### config.mk
export PLATFORM = sky130hd
export DESIGN_NAME = hsv_to_rgb_converter
export DESIGN_NICKNAME = d
export VERILOG_FILES = /design/src/design/hsv2rgb_pkg.sv /design/src/design/hsv_to_rgb_converter.sv
export VERILOG_INCLUDE_DIRS = /design/src /design/src/design
export SDC_FILE = /design/constraint.sdc
export NUM_CORES = 2
export LEC_CHECK = 0
export ABC_AREA = 1
export BUFFER_PORTS_ARGS = -buffer_cell sky130_fd_sc_hd__buf_2
export CAP_MARGIN = 20
export CORE_ASPECT_RATIO = 0.7
export CORE_MARGIN = 3
export CORE_UTILIZATION = 45
export DETAILED_ROUTE_END_ITERATION = 10
export PLACE_DENSITY = 0.72
export SETUP_SLACK_MARGIN = 0.05
export SYNTH_ARGS = -nofsm -noshare
export SYNTH_HDL_FRONTEND = slang
export SYNTH_SLANG_ARGS = --single-unit
### constraint.sdc
create_clock -name i_clk -period 8 [get_ports i_clk]
set_input_delay 1.6 -clock i_clk [delete_from_list [all_inputs] [get_ports i_clk]]
set_output_delay 1.6 -clock i_clk [all_outputs]
set_load 0.03 [all_outputs]
### src/design/hsv_to_rgb_converter_defines.svh
// ----------------------------------------------------------------------------
// hsv to rgb converter assertion macros
// shared assertion wrappers, clocked on the rising edge, off during reset
// ----------------------------------------------------------------------------
`ifndef HSV_TO_RGB_CONVERTER_DEFINES_SVH
`define HSV_TO_RGB_CONVERTER_DEFINES_SVH

// condition holds in the same cycle as the trigger
`define HSV2RGB_ASSERT_NOW(label, clk, rst_n, trig, cond, msg) \
    label: assert property (@(posedge clk) disable iff (!rst_n) (trig) |-> (cond)) \
        else $error(msg);

// condition holds in the cycle after the trigger
`define HSV2RGB_ASSERT_NEXT(label, clk, rst_n, trig, cond, msg) \
    label: assert property (@(posedge clk) disable iff (!rst_n) (trig) |=> (cond)) \
        else $error(msg);

`endif

### src/design/hsv2rgb_pkg.sv
// ----------------------------------------------------------------------------
// hsv2rgb_pkg
// pixel types, fixed-point constants and the level to channel scaling
// ----------------------------------------------------------------------------
package hsv2rgb_pkg;

    typedef struct packed {
        logic [14:0] hue;
        logic [15:0] saturation;
        logic [15:0] brightness;
    } t_hsv_pixel;

    typedef struct packed {
        logic [7:0] red;
        logic [7:0] green;
        logic [7:0] blue;
    } t_rgb_pixel;

    localparam logic [14:0] HUE_FULL = 15'd23040;
    localparam logic [14:0] BASE_1   = 15'd3840;
    localparam logic [14:0] BASE_2   = 15'd7680;
    localparam logic [14:0] BASE_3   = 15'd11520;
    localparam logic [14:0] BASE_4   = 15'd15360;
    localparam logic [14:0] BASE_5   = 15'd19200;
    localparam logic [15:0] ONE_Q15  = 16'd32768;
    // ceil(2^23 / 15), exact quotient for dividends below 2^23 / 7
    localparam logic [19:0] RECIP_15 = 20'd559241;

    localparam logic [2:0] SECTOR_0 = 3'd0;
    localparam logic [2:0] SECTOR_1 = 3'd1;
    localparam logic [2:0] SECTOR_2 = 3'd2;
    localparam logic [2:0] SECTOR_3 = 3'd3;
    localparam logic [2:0] SECTOR_4 = 3'd4;
    localparam logic [2:0] SECTOR_5 = 3'd5;

    // floor(x * 255 / 32768) for x up to 32768
    function automatic logic [7:0] to_chan(input logic [15:0] x);
        logic [23:0] prod;
        prod = {x, 8'h00} - {8'h00, x};
        return prod[22:15];
    endfunction

endpackage

### src/design/hsv_to_rgb_converter.sv
// ----------------------------------------------------------------------------
// hsv_to_rgb_converter
// hexcone hsv to 8-bit rgb conversion, five-stage pipeline
// ----------------------------------------------------------------------------
// Sustains one pixel per clock while o_stall is low; each accepted pixel
// runs through the stage registers in order. Each pipeline stage is at
// most one multiply deep: hue split, sector fraction, the s*f, s*(1-f) and p
// products side by side, the q and t products side by side, then 8-bit
// scaling and sector routing. Every stage has its own valid bit and loads
// whenever it is empty or the stage after it moves, so bubbles are squeezed
// out while the output is stalled. Hue values of 23040 and above wrap once;
// saturation and brightness clamp to 1.0.
`include "hsv_to_rgb_converter_defines.svh"

module hsv_to_rgb_converter (
    input  logic                    i_clk,
    input  logic                    i_rst_n,
    input  logic                    i_valid,
    output logic                    o_stall,
    input  hsv2rgb_pkg::t_hsv_pixel i_pixel,
    output logic                    o_valid,
    input  logic                    i_stall,
    output hsv2rgb_pkg::t_rgb_pixel o_pixel
);
    import hsv2rgb_pkg::*;

    logic en1, en2, en3, en4, en5;

    logic        r_s1_vld, r_s2_vld, r_s3_vld, r_s4_vld, r_s5_vld;
    logic [2:0]  r_s1_sector, r_s2_sector, r_s3_sector, r_s4_sector;
    logic [11:0] r_s1_rem;
    logic [15:0] r_s1_sat, r_s2_sat;
    logic [15:0] r_s1_val, r_s2_val, r_s3_val, r_s4_val;
    logic [14:0] r_s2_frac;
    logic [15:0] r_s3_sf, r_s3_snf, r_s3_p;
    logic [15:0] r_s4_p, r_s4_q, r_s4_t;
    t_rgb_pixel  r_s5_pixel;

    logic [14:0] h_wrap;
    logic [14:0] h_base;
    logic [2:0]  n_s1_sector;
    logic [14:0] h_rem;
    logic [15:0] n_s1_sat, n_s1_val;
    logic [38:0] frac_prod;
    logic [30:0] sf_prod;
    logic [31:0] snf_prod, p_prod, q_prod, t_prod;
    logic [7:0]  ch_v, ch_p, ch_q, ch_t;
    t_rgb_pixel  n_s5_pixel;

    // stage enables: a stage loads when empty or when its content moves on
    assign en5 = !r_s5_vld || !i_stall;
    assign en4 = !r_s4_vld || en5;
    assign en3 = !r_s3_vld || en4;
    assign en2 = !r_s2_vld || en3;
    assign en1 = !r_s1_vld || en2;
    assign o_stall = !en1;

    // stage 1: wrap, clamp, sector split
    always_comb begin
        h_wrap   = (i_pixel.hue >= HUE_FULL) ? (i_pixel.hue - HUE_FULL) : i_pixel.hue;
        n_s1_sat = (i_pixel.saturation > ONE_Q15) ? ONE_Q15 : i_pixel.saturation;
        n_s1_val = (i_pixel.brightness > ONE_Q15) ? ONE_Q15 : i_pixel.brightness;
        if (h_wrap >= BASE_5) begin
            n_s1_sector = SECTOR_5;
            h_base      = BASE_5;
        end else if (h_wrap >= BASE_4) begin
            n_s1_sector = SECTOR_4;
            h_base      = BASE_4;
        end else if (h_wrap >= BASE_3) begin
            n_s1_sector = SECTOR_3;
            h_base      = BASE_3;
        end else if (h_wrap >= BASE_2) begin
            n_s1_sector = SECTOR_2;
            h_base      = BASE_2;
        end else if (h_wrap >= BASE_1) begin
            n_s1_sector = SECTOR_1;
            h_base      = BASE_1;
        end else begin
            n_s1_sector = SECTOR_0;
            h_base      = 15'd0;
        end
        h_rem = h_wrap - h_base;
    end

    // stage 2: f = rem * 128 / 15 through the reciprocal
    assign frac_prod = {8'd0, r_s1_rem, 7'd0} * {19'd0, RECIP_15};

    // stage 3: s*f, s*(1-f) and p
    assign sf_prod  = {15'd0, r_s2_sat} * {16'd0, r_s2_frac};
    assign snf_prod = {16'd0, r_s2_sat} * {16'd0, ONE_Q15 - {1'b0, r_s2_frac}};
    assign p_prod   = {16'd0, r_s2_val} * {16'd0, ONE_Q15 - r_s2_sat};

    // stage 4: q and t
    assign q_prod = {16'd0, r_s3_val} * {16'd0, ONE_Q15 - r_s3_sf};
    assign t_prod = {16'd0, r_s3_val} * {16'd0, ONE_Q15 - r_s3_snf};

    // stage 5: scale to 8 bits and route by sector
    always_comb begin
        ch_v = to_chan(r_s4_val);
        ch_p = to_chan(r_s4_p);
        ch_q = to_chan(r_s4_q);
        ch_t = to_chan(r_s4_t);
        case (r_s4_sector)
            SECTOR_0: n_s5_pixel = '{red: ch_v, green: ch_t, blue: ch_p};
            SECTOR_1: n_s5_pixel = '{red: ch_q, green: ch_v, blue: ch_p};
            SECTOR_2: n_s5_pixel = '{red: ch_p, green: ch_v, blue: ch_t};
            SECTOR_3: n_s5_pixel = '{red: ch_p, green: ch_q, blue: ch_v};
            SECTOR_4: n_s5_pixel = '{red: ch_t, green: ch_p, blue: ch_v};
            default:  n_s5_pixel = '{red: ch_v, green: ch_p, blue: ch_q};
        endcase
    end

    always_ff @(posedge i_clk) begin
        if (!i_rst_n) begin
            r_s1_vld <= 1'b0;
            r_s2_vld <= 1'b0;
            r_s3_vld <= 1'b0;
            r_s4_vld <= 1'b0;
            r_s5_vld <= 1'b0;
        end else begin
            if (en1) r_s1_vld <= i_valid;
            if (en2) r_s2_vld <= r_s1_vld;
            if (en3) r_s3_vld <= r_s2_vld;
            if (en4) r_s4_vld <= r_s3_vld;
            if (en5) r_s5_vld <= r_s4_vld;
        end
    end

    always_ff @(posedge i_clk) begin
        if (en1) begin
            r_s1_sector <= n_s1_sector;
            r_s1_rem    <= h_rem[11:0];
            r_s1_sat    <= n_s1_sat;
            r_s1_val    <= n_s1_val;
        end
        if (en2) begin
            r_s2_sector <= r_s1_sector;
            r_s2_frac   <= frac_prod[37:23];
            r_s2_sat    <= r_s1_sat;
            r_s2_val    <= r_s1_val;
        end
        if (en3) begin
            r_s3_sector <= r_s2_sector;
            r_s3_sf     <= {1'b0, sf_prod[29:15]};
            r_s3_snf    <= snf_prod[30:15];
            r_s3_p      <= p_prod[30:15];
            r_s3_val    <= r_s2_val;
        end
        if (en4) begin
            r_s4_sector <= r_s3_sector;
            r_s4_p      <= r_s3_p;
            r_s4_q      <= q_prod[30:15];
            r_s4_t      <= t_prod[30:15];
            r_s4_val    <= r_s3_val;
        end
        if (en5) begin
            r_s5_pixel  <= n_s5_pixel;
        end
    end

    assign o_valid = r_s5_vld;
    assign o_pixel = r_s5_pixel;

    `HSV2RGB_ASSERT_NEXT(a_accept_fills_s1, i_clk, i_rst_n, i_valid && !o_stall, r_s1_vld, "accepted transaction did not reach stage one")
    `HSV2RGB_ASSERT_NOW(a_sector_range, i_clk, i_rst_n, r_s1_vld, r_s1_sector <= SECTOR_5 && r_s1_rem < BASE_1[11:0], "hue split out of range")
    `HSV2RGB_ASSERT_NOW(a_levels_below_v, i_clk, i_rst_n, r_s4_vld, r_s4_p <= r_s4_val && r_s4_q <= r_s4_val && r_s4_t <= r_s4_val, "level exceeds brightness")

endmodule
# ---- Word-level counts from Yosys, hierarchy flattened
# Cells that the tools add are included.
dict set report classes {
  n_addsub 10
  bitwise_logic 0
  n_mul 6
  order_cmp 8
  div 0
  shift 0
  n_reduce_logical 14
  muxes 11
  eq_ne 4
}
# cell n
set ops {}
lappend ops {{16-bit by 16-bit multiplier with 31-bit output} 4}
lappend ops {{24-bit one-hot mux with 5 select lines} 1}
lappend ops {{23-bit by 16-bit subtractor with 23-bit output} 4}
lappend ops {{12-bit two-way mux} 5}
lappend ops {{16-bit > comparator, second input constant} 2}
lappend ops {{16-bit by 15-bit subtractor with 16-bit output, first input constant} 2}
lappend ops {{16-bit subtractor, first input constant} 2}
lappend ops {{12-bit by 20-bit multiplier with 31-bit output, second input constant} 1}
lappend ops {{15-bit by 14-bit greater-or-equal comparator with 1-bit output, second input constant} 2}
lappend ops {{15-bit greater-or-equal comparator, second input constant} 2}
lappend ops {{16-bit by 15-bit multiplier with 30-bit output} 1}
lappend ops {{15-bit by 12-bit greater-or-equal comparator with 1-bit output, second input constant} 1}
lappend ops {{15-bit by 13-bit greater-or-equal comparator with 1-bit output, second input constant} 1}
lappend ops {{15-bit two-way mux} 1}
lappend ops {{15-bit subtractor, second input constant} 1}
lappend ops {{12-bit subtractor} 1}
lappend ops {{1-bit zero test} 7}
lappend ops {{3-bit by 2-bit equality test with 1-bit output, second input constant} 2}
lappend ops {{1-bit logical OR} 5}
lappend ops {{2-bit two-way mux} 2}
lappend ops {{3-bit by 1-bit equality test with 1-bit output, second input constant} 1}
lappend ops {{3-bit equality test, second input constant} 1}
lappend ops {{3-bit zero test} 1}
lappend ops {{1-bit two-way mux} 2}
lappend ops {{2-bit OR reduction} 1}
dict set report word_totals {
  romBits 0
  latchBits 0
  register_bits 259
  ramBits 0
  n_memories 0
  wordCells 80
  output_inout_bits 26
}

# ---- Depth between registers and ports, before layout
dict set report logic_depth {
  ltp_word 9
  depth_mapped 36
  depth_no_buf 34
}

# ---- Least setup slack after synthesis
# No wires, ideal clock.
dict set report synth_path {
  path_kind {input port to output port}
  start {in i_stall}
  end {out o_stall}
  slack_ns -0.247
  arrival_time_ns 6.647
  cell_stages 8
  t_required_ns 6.400
  path_cell_list {nand2_1 -> nor2_1 -> inv_1 -> nor2_1 -> inv_1 -> nor2_1 -> inv_1 -> nor2_1}
}
dict set report synth_between {
  elab_chain_len 7
}
# element line_no
set synth_rtl {}
lappend synth_rtl {{start: declaration} hsv_to_rgb_converter.sv:22} ;# input logic i_stall,
lappend synth_rtl {{1-bit zero test} hsv_to_rgb_converter.sv:51} ;# assign en5 = !r_s5_vld || !i_stall;
lappend synth_rtl {{1-bit logical OR} hsv_to_rgb_converter.sv:51}
lappend synth_rtl {{1-bit logical OR} hsv_to_rgb_converter.sv:52} ;# assign en4 = !r_s4_vld || en5;
lappend synth_rtl {{via en4} hsv_to_rgb_converter.sv:27} ;# logic en1, en2, en3, en4, en5;
lappend synth_rtl {{1-bit logical OR} hsv_to_rgb_converter.sv:53} ;# assign en3 = !r_s3_vld || en4;
lappend synth_rtl {{via en3} hsv_to_rgb_converter.sv:27}
lappend synth_rtl {{1-bit logical OR} hsv_to_rgb_converter.sv:54} ;# assign en2 = !r_s2_vld || en3;
lappend synth_rtl {{via en2} hsv_to_rgb_converter.sv:27}
lappend synth_rtl {{1-bit logical OR} hsv_to_rgb_converter.sv:55} ;# assign en1 = !r_s1_vld || en2;
lappend synth_rtl {{1-bit zero test} hsv_to_rgb_converter.sv:56} ;# assign o_stall = !en1;
lappend synth_rtl {{end: declaration} hsv_to_rgb_converter.sv:19} ;# output logic o_stall,
# The timed path passes the listed nets, and every way through them passes these cells.

# ---- Worst setup path in the final report
dict set report layout_path {
  start {reg r_s3_snf[0]}
  end {reg r_s4_t[6], data pin}
}
dict set report layout_between {
  elab_chain_len 2
}
# element line_no
set layout_rtl {}
lappend layout_rtl {{start: declaration} hsv_to_rgb_converter.sv:35} ;# logic [15:0] r_s3_sf, r_s3_snf, r_s3_p;
lappend layout_rtl {{start signal: assignment} hsv_to_rgb_converter.sv:145} ;# r_s3_snf <= snf_prod[30:15];
lappend layout_rtl {{16-bit subtractor} hsv_to_rgb_converter.sv:95} ;# assign t_prod = {16'd0, r_s3_val} * {16'd0, ONE_Q15 - r_s3_snf};
lappend layout_rtl {{16-bit by 16-bit multiplier with 31-bit output} hsv_to_rgb_converter.sv:95}
lappend layout_rtl {{via t_prod[21]} hsv_to_rgb_converter.sv:46} ;# logic [31:0] snf_prod, p_prod, q_prod, t_prod;
lappend layout_rtl {{end signal: assignment} hsv_to_rgb_converter.sv:153} ;# r_s4_t <= t_prod[30:15];
lappend layout_rtl {{end: declaration} hsv_to_rgb_converter.sv:36} ;# logic [15:0] r_s4_p, r_s4_q, r_s4_t;
# The timed path passes the listed nets, and every way through them passes these cells.
# A chain may end at the register's enable or synchronous reset.

==> impl_metrics.json <==
{
  "fin_nets": 8579,
  "fp.dieW_um": 428,
  "synthArstFlopShare": 0,
  "maxSlewViolCount": 0,
  "worstSetupPathType": "flip-flop to flip-flop",
  "drcViolationCount": 0,
  "numPortBuffers": 76,
  "clock_sinks": 259,
  "drt_first_pass_iters": 9,
  "post-route-period-util": 0.958,
  "syn-instance-count": 6992,
  "cts_resized": 0,
  "drt_iter0_markers": 5158,
  "antenna_found_initial": 2,
  "grtUsageTotal": 0.271,
  "grt_pass1_vias": 48400,
  "mostFrequentLayoutCell": "inv_1",
  "ff_latch_area_um2": 7730,
  "cts_tree": "yes",
  "grt.overflow.total": 0,
  "clk_pin_slew_worst_paths_ns": 0.07,
  "synth-edff-count": 254,
  "nFillCells": 11600,
  "wl_um": 173000,
  "drv_cap": 0,
  "viasPerCell": 5.43,
  "multi_input_area_um2": 41200,
  "syn_nets": 8571,
  "hold_class": "flip-flop to flip-flop",
  "cts_max_level": 1,
  "yosysUniqueCellTypes": 56,
  "drive_above_1_share": 0.0420,
  "cp-start-kind": "flip-flop",
  "dieArea_um2": 129000,
  "yosys_warnings": 0,
  "insertion_delay_ns": 0.65,
  "netlist_area_um2": 56100,
  "ys_seq_elements": 259,
  "ant_nets": 0,
  "io_pins": 77,
  "final_core_util": 0.485,
  "status": "finished clean",
  "cp.arrival_ns": 8.05,
  "clk_path_buf_depth": 3,
  "min_period_ns": 7.66,
  "grt_start_max_net_pins": 69,
  "cts_buffers": 29,
  "seq_area_frac_synth": 0.138,
  "coreArea_um2": 123000,
  "max_freq_mhz": 131,
  "dieHeight_um": 302,
  "hold_viol": 0,
  "rows": 107,
  "totalNegativeSetupSlack_ns": 0,
  "crit_fanout": 17,
  "critPathCaptureType": "flip-flop",
  "vias": 47100,
  "layout_common_cells": "inv_1 (1678), nand2_1 (1423), fa_1 (961)",
  "synth_ff_type": "edfxtp_1",
  "slew_headroom": 0.267,
  "finalClockSkew_ns": 0.0191,
  "gp_congestion": 1.00,
  "hpwl_um": 139000,
  "start_util": 0.457,
  "rrSetupSlack_ns": 0.34,
  "grt_pass1_wl_um": 275000,
  "cp.required_ns": 8.39,
  "worstMarginPinSlew_ns": 1.09,
  "rsz0062_at_grt": "false",
  "cts_root_buffer": "clkbuf_16",
  "setup_viol": 0,
  "wl_per_cell_um": 19.9,
  "syn2layout_area_growth_pct": 6.05,
  "syn_area_per_cell_um2": 8.03
}
kinds of logic (layout without fill, tap and decap cells):
kind of cell               count (synthesis)  in the layout  synth area share
adders and majority gates               1528           1528             0.469
AOI/OAI and AO/OA                        478            478            0.0479
other                                      0              2                 0
buffers and inverters                   1899           1930             0.128
xor gates and xnor gates                 104            104            0.0164
and+or+nand+nor                         2724           2724             0.201
DFF                                      259            259             0.138
worst paths after layout:
check | start | endpoint | cells past startpoint
worst max-delay path | r_s3_snf[0]$_DFFE_PP_ | r_s4_t[6]$_DFFE_PP_ | 26
worst min-delay path | r_s1_sat[13]$_SDFFCE_PN0N_ | r_s2_sat[13]$_DFFE_PP_ | 0
worst max register to register | r_s3_snf[0]$_DFFE_PP_ | r_s4_t[6]$_DFFE_PP_ | 26
worst min register to register | r_s1_sat[13]$_SDFFCE_PN0N_ | r_s2_sat[13]$_DFFE_PP_ | 0
final cells by class:
type                    instances  share of cell area
well taps                    1635              0.0344
repair buffers                161              0.0177
clock buffers                  34              0.0125
clock inverters                20             0.00513
multi-input cells            4834               0.692
diodes                          2           0.0000840
inverters                    1715               0.108
flip-flops and latches        259               0.130
metrics by stage:
stage	instance area, um^2	hold slack, ns	cells	worst slack, ns
after CTS	59400	0.418	8648	0.443
after detailed placement	58400	0.405	8594	0.441
after floorplan	56200	0.400	6992	0.221
after global routing	59500	0.423	8658	0.0740
final	59500	0.417	8660	0.339
after global placement	58400	0.401	8594	0.585
what timing repair did:
item / in CTS / in global routing
buffers inserted: 0 / 7
hold endpoints to repair: 0 / 0
hold buffers: 0 / 0
endpoints found under the setup margin: 0 / 5
registers in the layout, summed over array words and instances (netlist names), 15 cells and up:
signal and count:
r_s3_p 16, r_s4_p 16, r_s4_val 16, r_s4_t 16, r_s2_sat 16, o_pixel 24
r_s2_val 16, r_s1_sat 16, r_s4_q 16, r_s1_val 16, r_s3_val 16, r_s3_snf 16
r_s2_frac 15, r_s3_sf 15
per-layer routing:
metal	share of wire	track usage	up-vias
met3	0.14	0.0892	378
met5	0.00021	0.00224	-
met4	0.029	0.0661	2
met1	0.45	0.403	22800
met2	0.39	0.378	2656
li1	-	-	21200
worst max-delay path, cell delays in order (launching register included):
cell and delay [ns]:
edfxtp_1 0.74, inv_1 0.16, ha_1 0.22, nand4_1 0.13, nor2_1 0.19, nand4_1 0.18, nor2_1 0.13, nand2_1 0.09
o21ai_1 0.52, nor2_1 0.12, fa_1 0.50, inv_1 0.07, fa_1 0.60, inv_1 0.07, fa_1 0.51, fa_1 0.44
fa_1 0.50, inv_1 0.06, fa_1 0.48, inv_1 0.04, ha_1 0.35, nand2_1 0.18, nor4_1 0.63, nand2_1 0.11
nand2_1 0.14, a21oi_1 0.09, xnor2_1 0.15
synthesized netlist by cell type, types with 5 or more instances:
cell type,instances,area share
a21o_1,31,0.0041
a21oi_1,200,0.018
a31oi_1,20,0.0022
buf_1,17,0.0011
buf_2,21,0.0019
clkbuf_1,138,0.0092
clkinv_1,18,0.0012
dfxtp_1,5,0.0018
edfxtp_1,254,0.14
fa_1,961,0.34
ha_1,567,0.13
inv_1,1682,0.11
inv_2,15,0.0010
nand2_1,1423,0.095
nand2_2,11,0.0012
nand3_1,280,0.025
nand4_1,100,0.011
nor2_1,754,0.050
nor2_2,23,0.0026
nor3_1,63,0.0056
nor4_1,34,0.0038
o211ai_1,10,0.0013
o21a_1,12,0.0016
o21ai_0,158,0.014
o21ai_1,6,0.00053
o21bai_1,19,0.0025
or2_2,11,0.0012
xnor2_1,37,0.0058
xor2_1,66,0.010
Power is not shown: default switching activity piles up to over one toggle a cycle in this logic, so the estimate is an artifact.
